===== src/rtl/core/hbd_pkg.sv =====
// ----------------------------------------------------------------------------
// hbd_pkg
// Types, codes and helper functions of the HTTP body deframer.
// ----------------------------------------------------------------------------
`default_nettype none

package hbd_pkg;

    localparam int unsigned COUNT_W = 32;
    localparam int unsigned BYTE_W  = 8;

    localparam logic [COUNT_W-1:0] SIZE_LIMIT = 32'h0800_0000;

    localparam logic [BYTE_W-1:0] CH_LF    = 8'h0A;
    localparam logic [BYTE_W-1:0] CH_CR    = 8'h0D;
    localparam logic [BYTE_W-1:0] CH_SPACE = 8'h20;
    localparam logic [BYTE_W-1:0] CH_TAB   = 8'h09;
    localparam logic [BYTE_W-1:0] CH_SEMI  = 8'h3B;

    localparam logic REG_FRAMING_MODE   = 1'b0;
    localparam logic REG_CONTENT_LENGTH = 1'b1;

    typedef enum logic [1:0] {
        OP_START = 2'd0,
        OP_BYTE  = 2'd1,
        OP_CLOSE = 2'd2
    } t_opcode;

    typedef enum logic [1:0] {
        MODE_LENGTH  = 2'd0,
        MODE_CHUNKED = 2'd1,
        MODE_CLOSE   = 2'd2,
        MODE_NO_BODY = 2'd3
    } t_mode;

    typedef enum logic [1:0] {
        ST_RUNNING  = 2'd0,
        ST_COMPLETE = 2'd1,
        ST_ERROR    = 2'd2,
        ST_TRUNC    = 2'd3
    } t_status;

    typedef enum logic [3:0] {
        PH_LEN     = 4'd0,
        PH_CSIZE   = 4'd1,
        PH_CDATA   = 4'd2,
        PH_CCRLF   = 4'd3,
        PH_TRAILER = 4'd4,
        PH_CLOSE   = 4'd5,
        PH_DONE    = 4'd6,
        PH_ERROR   = 4'd7,
        PH_TRUNC   = 4'd8
    } t_phase;

    typedef struct packed {
        t_phase             phase;
        logic [COUNT_W-1:0] count;
        logic               digit_seen;
        logic               in_ext;
        logic               trailer_nonempty;
    } t_body_state;

    typedef struct packed {
        logic              data_valid;
        logic [BYTE_W-1:0] data_out;
        t_status           status;
    } t_result;

    typedef struct packed {
        logic       ok;
        logic [3:0] value;
    } t_hex;

    function automatic t_hex hex_digit(input logic [BYTE_W-1:0] c);
        t_hex h;
        h.ok    = 1'b1;
        h.value = 4'd0;
        if (c >= 8'h30 && c <= 8'h39) begin
            h.value = c[3:0];
        end else if ((c >= 8'h61 && c <= 8'h66) || (c >= 8'h41 && c <= 8'h46)) begin
            h.value = c[3:0] + 4'd9;
        end else begin
            h.ok = 1'b0;
        end
        return h;
    endfunction

    function automatic t_status status_of(input t_phase ph);
        t_status s;
        unique case (ph)
            PH_DONE:  s = ST_COMPLETE;
            PH_ERROR: s = ST_ERROR;
            PH_TRUNC: s = ST_TRUNC;
            default:  s = ST_RUNNING;
        endcase
        return s;
    endfunction

endpackage

`default_nettype wire


===== src/rtl/core/hbd_step.sv =====
// ----------------------------------------------------------------------------
// hbd_step
// Next body state and result for one command or received byte.
// ----------------------------------------------------------------------------
`default_nettype none

module hbd_step (
    input  wire hbd_pkg::t_body_state               i_state,
    input  wire logic [1:0]                         i_opcode,
    input  wire logic [hbd_pkg::BYTE_W-1:0]         i_rx_byte,
    input  wire logic [1:0]                         i_framing_mode,
    input  wire logic [hbd_pkg::COUNT_W-1:0]        i_content_length,
    output hbd_pkg::t_body_state                    o_state,
    output hbd_pkg::t_result                        o_result
);

    hbd_pkg::t_hex hex;
    logic          finished;
    logic          take;

    assign hex      = hbd_pkg::hex_digit(i_rx_byte);
    assign finished = (i_state.phase == hbd_pkg::PH_DONE) ||
                      (i_state.phase == hbd_pkg::PH_ERROR) ||
                      (i_state.phase == hbd_pkg::PH_TRUNC);

    always_comb begin
        o_state = i_state;
        take    = 1'b0;
        unique case (i_opcode)
            hbd_pkg::OP_START: begin
                o_state.count            = '0;
                o_state.digit_seen       = 1'b0;
                o_state.in_ext           = 1'b0;
                o_state.trailer_nonempty = 1'b0;
                unique case (hbd_pkg::t_mode'(i_framing_mode))
                    hbd_pkg::MODE_LENGTH: begin
                        o_state.count = i_content_length;
                        o_state.phase = (i_content_length != '0) ? hbd_pkg::PH_LEN
                                                                 : hbd_pkg::PH_DONE;
                    end
                    hbd_pkg::MODE_CHUNKED: o_state.phase = hbd_pkg::PH_CSIZE;
                    hbd_pkg::MODE_CLOSE:   o_state.phase = hbd_pkg::PH_CLOSE;
                    default:               o_state.phase = hbd_pkg::PH_DONE;
                endcase
            end
            hbd_pkg::OP_BYTE: begin
                unique case (i_state.phase)
                    hbd_pkg::PH_LEN, hbd_pkg::PH_CDATA: begin
                        take = 1'b1;
                        if (i_state.count <= 32'd1) begin
                            o_state.count = '0;
                            o_state.phase = (i_state.phase == hbd_pkg::PH_LEN)
                                          ? hbd_pkg::PH_DONE : hbd_pkg::PH_CCRLF;
                        end else begin
                            o_state.count = i_state.count - 32'd1;
                        end
                    end
                    hbd_pkg::PH_CLOSE: take = 1'b1;
                    hbd_pkg::PH_CSIZE: begin
                        priority if (i_rx_byte == hbd_pkg::CH_LF) begin
                            if (!i_state.digit_seen) begin
                                o_state.phase = hbd_pkg::PH_ERROR;
                            end else begin
                                o_state.phase = (i_state.count != '0) ? hbd_pkg::PH_CDATA
                                                                      : hbd_pkg::PH_TRAILER;
                                o_state.digit_seen = 1'b0;
                                o_state.in_ext     = 1'b0;
                            end
                        end else if (i_state.in_ext || i_rx_byte == hbd_pkg::CH_CR) begin
                            o_state.in_ext = i_state.in_ext;
                        end else if (i_rx_byte == hbd_pkg::CH_SEMI) begin
                            o_state.in_ext = 1'b1;
                        end else if (hex.ok && i_state.count < hbd_pkg::SIZE_LIMIT) begin
                            o_state.count      = {i_state.count[hbd_pkg::COUNT_W-5:0],
                                                  hex.value};
                            o_state.digit_seen = 1'b1;
                        end else if (i_rx_byte != hbd_pkg::CH_SPACE &&
                                     i_rx_byte != hbd_pkg::CH_TAB) begin
                            o_state.phase = hbd_pkg::PH_ERROR;
                        end
                    end
                    hbd_pkg::PH_CCRLF: begin
                        if (i_rx_byte == hbd_pkg::CH_LF) begin
                            o_state.phase = hbd_pkg::PH_CSIZE;
                        end else if (i_rx_byte != hbd_pkg::CH_CR) begin
                            o_state.phase = hbd_pkg::PH_ERROR;
                        end
                    end
                    hbd_pkg::PH_TRAILER: begin
                        if (i_rx_byte == hbd_pkg::CH_LF) begin
                            if (!i_state.trailer_nonempty) begin
                                o_state.phase = hbd_pkg::PH_DONE;
                            end
                            o_state.trailer_nonempty = 1'b0;
                        end else if (i_rx_byte != hbd_pkg::CH_CR) begin
                            o_state.trailer_nonempty = 1'b1;
                        end
                    end
                    default: take = 1'b0;
                endcase
            end
            hbd_pkg::OP_CLOSE: begin
                if (i_state.phase == hbd_pkg::PH_CLOSE) begin
                    o_state.phase = hbd_pkg::PH_DONE;
                end else if (!finished) begin
                    o_state.phase = hbd_pkg::PH_TRUNC;
                end
            end
            default: o_state = i_state;
        endcase
    end

    assign o_result.data_valid = take;
    assign o_result.data_out   = take ? i_rx_byte : '0;
    assign o_result.status     = hbd_pkg::status_of(o_state.phase);

endmodule

`default_nettype wire


===== src/rtl/core/http_body_deframer_core.sv =====
// ----------------------------------------------------------------------------
// http_body_deframer_core
// Results are registered in the output entry, or the skid entry if it is held.
// Throughput: one item per cycle unless stalled, via single-pass step logic.
// A two-entry output stage lets one more item in while a result waits.
// Reset leaves the body complete, the registers at zero and both channels empty.
// ----------------------------------------------------------------------------
`default_nettype none

module http_body_deframer_core (
    input  wire logic                           i_clk,
    input  wire logic                           i_rst_n,
    input  wire logic                           psel,
    input  wire logic                           penable,
    input  wire logic                           pwrite,
    input  wire logic [2:0]                     paddr,
    input  wire logic [31:0]                    pwdata,
    output logic [31:0]                         prdata,
    output logic                                pready,
    input  wire logic                           i_in_valid,
    output logic                                o_in_stall,
    input  wire logic [1:0]                     i_opcode,
    input  wire logic [hbd_pkg::BYTE_W-1:0]     i_rx_byte,
    output logic                                o_out_valid,
    input  wire logic                           i_out_stall,
    output logic                                o_data_valid,
    output logic [hbd_pkg::BYTE_W-1:0]          o_data_out,
    output logic [1:0]                          o_stream_status
);

    logic [1:0]                     r_framing_mode;
    logic [hbd_pkg::COUNT_W-1:0]    r_content_length;
    hbd_pkg::t_body_state           r_state;
    hbd_pkg::t_body_state           n_state;
    hbd_pkg::t_result               n_result;
    hbd_pkg::t_result               r_out;
    hbd_pkg::t_result               r_skid;
    logic                           r_out_valid;
    logic                           r_skid_valid;
    logic                           in_acc;
    logic                           out_free;
    logic                           cfg_wr;

    assign pready = 1'b1;
    assign cfg_wr = psel && penable && pwrite;

    always_comb begin
        unique case (paddr[2])
            hbd_pkg::REG_FRAMING_MODE: prdata = {30'd0, r_framing_mode};
            default:                   prdata = r_content_length;
        endcase
    end

    always_ff @(posedge i_clk) begin
        if (!i_rst_n) begin
            r_framing_mode   <= 2'd0;
            r_content_length <= '0;
        end else if (cfg_wr) begin
            unique case (paddr[2])
                hbd_pkg::REG_FRAMING_MODE: r_framing_mode   <= pwdata[1:0];
                default:                   r_content_length <= pwdata;
            endcase
        end
    end

    hbd_step u_step (
        .i_state          (r_state),
        .i_opcode         (i_opcode),
        .i_rx_byte        (i_rx_byte),
        .i_framing_mode   (r_framing_mode),
        .i_content_length (r_content_length),
        .o_state          (n_state),
        .o_result         (n_result)
    );

    assign in_acc   = i_in_valid && !r_skid_valid;
    assign out_free = !r_out_valid || !i_out_stall;

    always_ff @(posedge i_clk) begin
        if (!i_rst_n) begin
            r_state.phase            <= hbd_pkg::PH_DONE;
            r_state.count            <= '0;
            r_state.digit_seen       <= 1'b0;
            r_state.in_ext           <= 1'b0;
            r_state.trailer_nonempty <= 1'b0;
            r_out_valid              <= 1'b0;
            r_skid_valid             <= 1'b0;
        end else begin
            if (in_acc) begin
                r_state <= n_state;
            end
            if (out_free) begin
                r_out_valid  <= r_skid_valid || in_acc;
                r_skid_valid <= 1'b0;
            end else if (in_acc) begin
                r_skid_valid <= 1'b1;
            end
        end
    end

    always_ff @(posedge i_clk) begin
        if (out_free) begin
            if (r_skid_valid) begin
                r_out <= r_skid;
            end else if (in_acc) begin
                r_out <= n_result;
            end
        end else if (in_acc) begin
            r_skid <= n_result;
        end
    end

    assign o_in_stall      = r_skid_valid;
    assign o_out_valid     = r_out_valid;
    assign o_data_valid    = r_out.data_valid;
    assign o_data_out      = r_out.data_out;
    assign o_stream_status = r_out.status;

endmodule

`default_nettype wire


===== config.mk =====
export PLATFORM = sky130hd
export DESIGN_NAME = http_body_deframer_core
export DESIGN_NICKNAME = d
export VERILOG_FILES = /design/src/rtl/core/hbd_pkg.sv /design/src/rtl/core/hbd_step.sv /design/src/rtl/core/http_body_deframer_core.sv
export SDC_FILE = /design/constraint.sdc
export NUM_CORES = 1
export LEC_CHECK = 0
export ABC_AREA = 1
export BUFFER_PORTS_ARGS = -buffer_cell sky130_fd_sc_hd__clkbuf_2
export CORE_MARGIN = 5
export CORE_UTILIZATION = 40
export CTS_BUF_LIST = sky130_fd_sc_hd__clkbuf_8
export CTS_CLUSTER_DIAMETER = 80
export DETAILED_ROUTE_END_ITERATION = 10
export PLACE_DENSITY_LB_ADDON = 0.1
export SYNTH_ARGS = -nofsm -noshare
export SYNTH_HDL_FRONTEND = slang
export SYNTH_SLANG_ARGS = --single-unit

===== constraint.sdc =====
create_clock -name i_clk -period 2.95 [get_ports i_clk]
set_clock_uncertainty 0.2 [all_clocks]
set_input_delay 0.295 -clock i_clk [delete_from_list [all_inputs] [get_ports i_clk]]
set_output_delay 0.295 -clock i_clk [all_outputs]
set_load 0.05 [all_outputs]

==> impl_metrics.json, run 1 <==
{
  "run_status": "finished clean",
  "seq_area_frac_synth_pct": 36.23,
  "syn_area_um2": 5967,
  "start_kind": "flip-flop",
  "cts_max_level": 3,
  "avgSynthCellArea_um2": 6.564,
  "ant_nets": 0,
  "synth.most_common_cell": "nand2_1",
  "p_per_area_nw_per_um2": 450.3,
  "initial_utilization_pct": 40.90,
  "synthTopCellsByArea": "dfxtp_1 (25%), edfxtp_1 (11%), nand2_1 (10%)",
  "num_rows": 44,
  "min_path_type": "in2reg",
  "wirelength_um": 18320,
  "r2r_slack_ns": 0.42,
  "grt_pass1_wl_um": 29940,
  "dp_hpwl_um": 13650,
  "critPathBufInv": 2,
  "tns_ns": 0,
  "cts_tree": "yes",
  "antenna_found_initial": 0,
  "cp-end-kind": "flip-flop",
  "detail_route.iter0.violations": 448,
  "clkSlewWorstSetupHoldPaths_ns": 0.10,
  "final_core_util_pct": 49.13,
  "final-hold-violation-count": 0,
  "dieArea_um2": 17460,
  "clockBufferDepth": 2,
  "track_usage_pct": 20.96,
  "synth_edf_count": 22,
  "worst_pin_slew_ns": 0.5722,
  "die_w_um": 132.1,
  "grt.overflow.total": 0,
  "worst-setup-path-type": "reg2reg",
  "die_y_um": 132.1,
  "yosys_warnings": 0,
  "peakVddDrop_mv": 0.2752,
  "area_growth_pct": 20.13,
  "maxSlewViolCount": 0,
  "core_area_um2": 14590,
  "ys.flop_type": "dfxtp_1",
  "cts_inserted_buffers": 9,
  "slowest_delay_ns": 0.33,
  "syn_nets": 969,
  "max_freq_ghz": 0.3957,
  "syn_inst": 909,
  "antenna_cells": 0,
  "root_buffer": "clkbuf_8",
  "slowest_stage": "dfxtp_1",
  "maxCapViolations": 0,
  "crit_chain": "inv_1 > ha_1 > inv_1 > nor3_1 > nand3_1 > nor2_1 > nand3_1 > nand2_1 > a21oi_1 > nand2_1 > nand2_1 > nor2_1 > nand2_1 > nand2_1 > nand2_1 > nand2_1",
  "route.detailed.drc": 0,
  "cp_data_arrival_time_ns": 2.59,
  "io_buffers": 94,
  "yosysTopAreaCell": "dfxtp_1",
  "critPathMaxFanout": 6,
  "drive_gt1_share_pct": 15.46,
  "wl_per_cell_um": 15.03,
  "slew_headroom_pct": 61.86,
  "via_per_inst": 5.075,
  "period_needed_ns": 2.527,
  "cp_common_cell": "nand2_1",
  "cts_sinks": 97,
  "grt_pass1_vias": 5868,
  "rsz0062_at_grt": "no",
  "synthArstFlopShare_pct": 0,
  "globalplace.congestion": 0.8561,
  "finalSetupViolCount": 0,
  "synth_top_area_share_pct": 25.16,
  "dr.pass1.iters": 5,
  "fin_crit_sh_pct": 85.67,
  "nNetsFinal": 1090,
  "synthTopCellsByCount": "nand2_1 (164), nor2_1 (154), inv_1 (127), o21ai_0 (92), a21oi_1 (78)",
  "power_leakage_nw": 3.522,
  "via_count": 6187,
  "grt_max_degree": 40,
  "required_ns": 3.02,
  "cp_top_family": "simple AND/OR/NAND/NOR gates",
  "synth_cell_type_count": 40,
  "ys_seq_elements": 97,
  "io_pins": 98,
  "clkLatencyLatePin_ns": 0.39
}
==> logic make-up after synthesis <==
family,share of synthesized area (%)
AND/OR/NAND/NOR,28.10
AO/OA/AOI/OAI,19.56
buffers and inverters,11.43
flip-flops,36.23
XOR/XNOR,2.936
adder cells (fa/ha/maj),1.678
other,0.06285
==> metrics by stage <==
| step | instance area [um^2] | std cells | power, mW | hold slack, ns | setup WS [ns] |
|---|---|---|---|---|---|
| floorplan | 5967 | 909 | 2.079 | 0.2299 | 0.8257 |
| global placement | 6631 | 1169 | 2.303 | 0.2736 | 0.3821 |
| detailed placement | 6631 | 1169 | 2.304 | 0.2798 | 0.3734 |
| CTS | 7168 | 1219 | 3.251 | 0.07046 | 0.4086 |
| global route | 7168 | 1219 | 3.413 | 0.08947 | 0.2013 |
| finish | 7168 | 1219 | 3.228 | 0.09256 | 0.4226 |
==> report_power, final <==
group / internal (mW) / switching, mW
logic: 0.281 / 0.542
clock network: 0.368 / 0.546
registers: 1.43 / 0.0658
total: 2.07 / 1.15
==> flip-flops by register name, indices dropped and copies added, names as in the netlist <==
name	flops
r_skid	11
o_out_valid	1
r_content_length	32
o_data_out	8
o_stream_status	2
r_state	39
o_data_valid	1
o_in_stall	1
r_framing_mode	2
==> area by class of cell <==
cell class	count	area [um^2]
sequential	97	2162
clock inverter	7	72.57
tap	184	230.2
fill	1492	7421
multi-input combinational	639	3123
timing repair buffer	145	938.4
inverter	138	518.0
clock buffer	9	123.9
==> cell usage in the layout, fill, tap and decap left out, drive strengths merged, types with 4 or more instances in the layout <==
cell and count:
a211oi 6, a21oi 78, a31oi 6, a41oi 4, buf 17, clkbuf 103
clkinv 4, dfxtp 75, dlygate4sd3 34, edfxtp 22, ha 8, inv 140
nand2 167, nand3 35, nand4 13, nor2 167, nor3 13, o21ai 95
o22ai 13, xor2 18
==> final timing paths <==
kind,start,depth (start not counted),to
worst max register to register,r_framing_mode[0],16,o_stream_status[0]
worst min register to register,r_state[0],2,r_state[0]
worst min-delay path,i_rx_byte[5],3,r_skid[7]
worst max-delay path,r_framing_mode[0],16,o_stream_status[0]
==> routing by layer <==
layer / part of all wire, % / GRT usage, %
met1: 45 / 27.01
met2: 48 / 34.95
met3: 4.2 / 4.580
met4: 2.6 / 6.743
met5: 0 / 0
==> worst min-delay path, cell delays in order <==
cell	delay (ns)
clkbuf_2	0.12
inv_1	0.06
nor2_1	0.05
==> repair_timing <==
| action | in CTS | in global routing |
|---|---|---|
| hold buffers | 34 | 0 |
| resized for setup | 0 | 0 |
| hold endpoints to repair | 36 | 0 |
| setup buffers | 0 | 0 |
No activity file was read; power rests on OpenSTA's default activity.
==> inputs of run 2 (changes only) <==
--- a/config.mk
+++ b/config.mk
@@ -8,7 +8,7 @@
 export ABC_AREA = 1
 export BUFFER_PORTS_ARGS = -buffer_cell sky130_fd_sc_hd__clkbuf_2
 export CORE_MARGIN = 5
-export CORE_UTILIZATION = 40
+export CORE_UTILIZATION = 50
 export CTS_BUF_LIST = sky130_fd_sc_hd__clkbuf_8
 export CTS_CLUSTER_DIAMETER = 80
 export DETAILED_ROUTE_END_ITERATION = 10
==> impl_metrics.json, run 2 (synthesized netlist as in run 1, its figures left out) <==
{
  "largest_reg_flops": 39,
  "p_clk_share_pct": 27.3,
  "rsz0062_at_grt": "no",
  "die_y_um": 119.2,
  "worst_pin_slew_ns": 0.5737,
  "wirelength_um": 17470,
  "setup_ws_ns": 0.4379,
  "final_common_cell": "nand2_1",
  "max_freq_ghz": 0.3981,
  "rr_endpoint": "o_stream_status[0]",
  "cts_setup_buffers": 0,
  "hold_depth": 3,
  "antenna_found_initial": 0,
  "cts_sinks": 97,
  "root_buffer": "clkbuf_8",
  "clockBufferDepth": 2,
  "grt_pass1_wl_um": 28860,
  "clkLatencyLatePin_ns": 0.38,
  "fin_crit_sh_pct": 85.16,
  "cts_tree": "yes",
  "period_needed_ns": 2.512,
  "power_leakage_nw": 3.495,
  "start_kind": "flip-flop",
  "dp_hpwl_um": 12740,
  "maxCapViolations": 0,
  "tns_ns": 0,
  "globalplace.congestion": 0.9482,
  "worstRegToRegCells": 17,
  "clkSlewWorstSetupHoldPaths_ns": 0.10,
  "run_status": "finished clean",
  "area_growth_pct": 18.47,
  "top_register": "r_state",
  "top_regs": "r_state: 39 flops, r_content_length: 32 flops, r_skid: 11 flops",
  "core_area_um2": 11860,
  "initial_utilization_pct": 50.31,
  "final-hold-violation-count": 0,
  "drive_gt1_share_pct": 15.32,
  "cp_data_arrival_time_ns": 2.45,
  "p_sw_mw": 1.086,
  "hp-start": "pwdata[12]",
  "power.internal_mw": 2.086,
  "slew_headroom_pct": 61.71,
  "dr.pass1.iters": 5,
  "via_count": 6239,
  "min_path_type": "in2reg",
  "antenna_cells": 0,
  "pwr-share-seq_pct": 47.0,
  "cp-end-kind": "flip-flop",
  "ant_nets": 0,
  "cts_max_level": 3,
  "io_buffers": 94,
  "nNetsFinal": 1086,
  "grt.overflow.total": 0,
  "detail_route.iter0.violations": 584,
  "num_rows": 40,
  "io_pins": 98,
  "critPathMaxFanout": 4,
  "wl_per_cell_um": 14.83,
  "track_usage_pct": 25.01,
  "finalSetupViolCount": 0,
  "swShare_pct": 34.23,
  "dp_slack_ns": 0.4258,
  "die_w_um": 119.2,
  "via_per_inst": 5.296,
  "grt_pass1_vias": 5778,
  "p_per_area_nw_per_um2": 448.7,
  "comb_power_share_pct": 25.7,
  "maxSlewViolCount": 0,
  "grt_max_degree": 43,
  "final_cell_mix": "nand2_1 (164), nor2_1 (154), inv_1 (129)",
  "worst-setup-path-type": "reg2reg",
  "power_mw": 3.172,
  "dieArea_um2": 14220,
  "required_ns": 2.89,
  "reg2reg_from": "r_framing_mode[0]",
  "cts.repair.resized": 0,
  "r2r_slack_ns": 0.44,
  "route.detailed.drc": 0,
  "post_dp_cell_area_um2": 6593,
  "cts_inserted_buffers": 9,
  "min_to": "r_content_length[12]",
  "fin_area_um2": 7069,
  "peakVddDrop_mv": 0.4072
}
## run 2: what timing repair did
| action | in CTS | in global routing |
|---|---|---|
| hold endpoints to repair | 29 | 0 |
| endpoints found under the setup margin | 0 | 0 |
| hold buffers | 29 | 0 |
## run 2: worst max-delay path by stage
stage	from	end	slack (ns)	cells past startpoint
2_1_floorplan	r_framing_mode[1]	o_stream_status[0]	0.83	17
3_3_place_gp	i_rx_byte[0]	o_stream_status[0]	0.45	20
3_5_place_dp	i_rx_byte[0]	o_stream_status[0]	0.43	20
4_1_cts	r_framing_mode[0]	o_stream_status[0]	0.43	17
5_1_grt	r_framing_mode[0]	o_stream_status[0]	0.11	17
6_report	r_framing_mode[0]	o_stream_status[0]	0.44	17
## run 2: cell type report
cell class	count	area [um^2]
inverter	138	518.0
clock buffer	9	123.9
timing repair buffer	141	895.9
clock inverter	7	62.56
sequential	97	2162
tap	147	183.9
multi-input combinational	639	3123
fill	1165	4792
## run 2: metal layers
layer / up-vias / part of all wire [%] / GRT usage (%)
li1: 3183 / - / -
met1: 2851 / 45 / 32.29
met2: 165 / 48 / 41.72
met3: 40 / 4.0 / 3.609
met4: 0 / 3.3 / 10.57
met5: - / 0 / 0
## run 2: critical path, cell delays in order, from the launching register on
cell and delay (ns):
dfxtp_1 0.32, inv_1 0.11, ha_1 0.27, inv_1 0.09, nor3_1 0.13, nand3_1 0.10, nor2_1 0.26, a21oi_1 0.11
nor2_1 0.10, nor2_1 0.06, nand2_1 0.09, nand2_2 0.07, nand2_1 0.06, inv_1 0.04, nand2_1 0.06, nand2_1 0.08
nand2_1 0.07, nand2_1 0.05
## run 2: power by group through the flow
stage	Clock, mW	Sequential [mW]	Combinational, mW
2_1_floorplan	0	1.54	0.536
3_3_place_gp	0	1.52	0.771
3_5_place_dp	0	1.52	0.774
4_1_cts	0.888	1.49	0.809
5_1_grt	0.942	1.50	0.916
6_report	0.867	1.49	0.814
## run 2: per-stage QoR
stage	cells	util [%]	hold WS [ns]
3_5_place_dp	1133	55.58	0.2595
3_3_place_gp	1133	55.58	0.2560
6_report	1178	59.60	0.005100
5_1_grt	1178	59.60	0.01644
2_1_floorplan	909	-	0.2299
4_1_cts	1178	59.60	0.001686
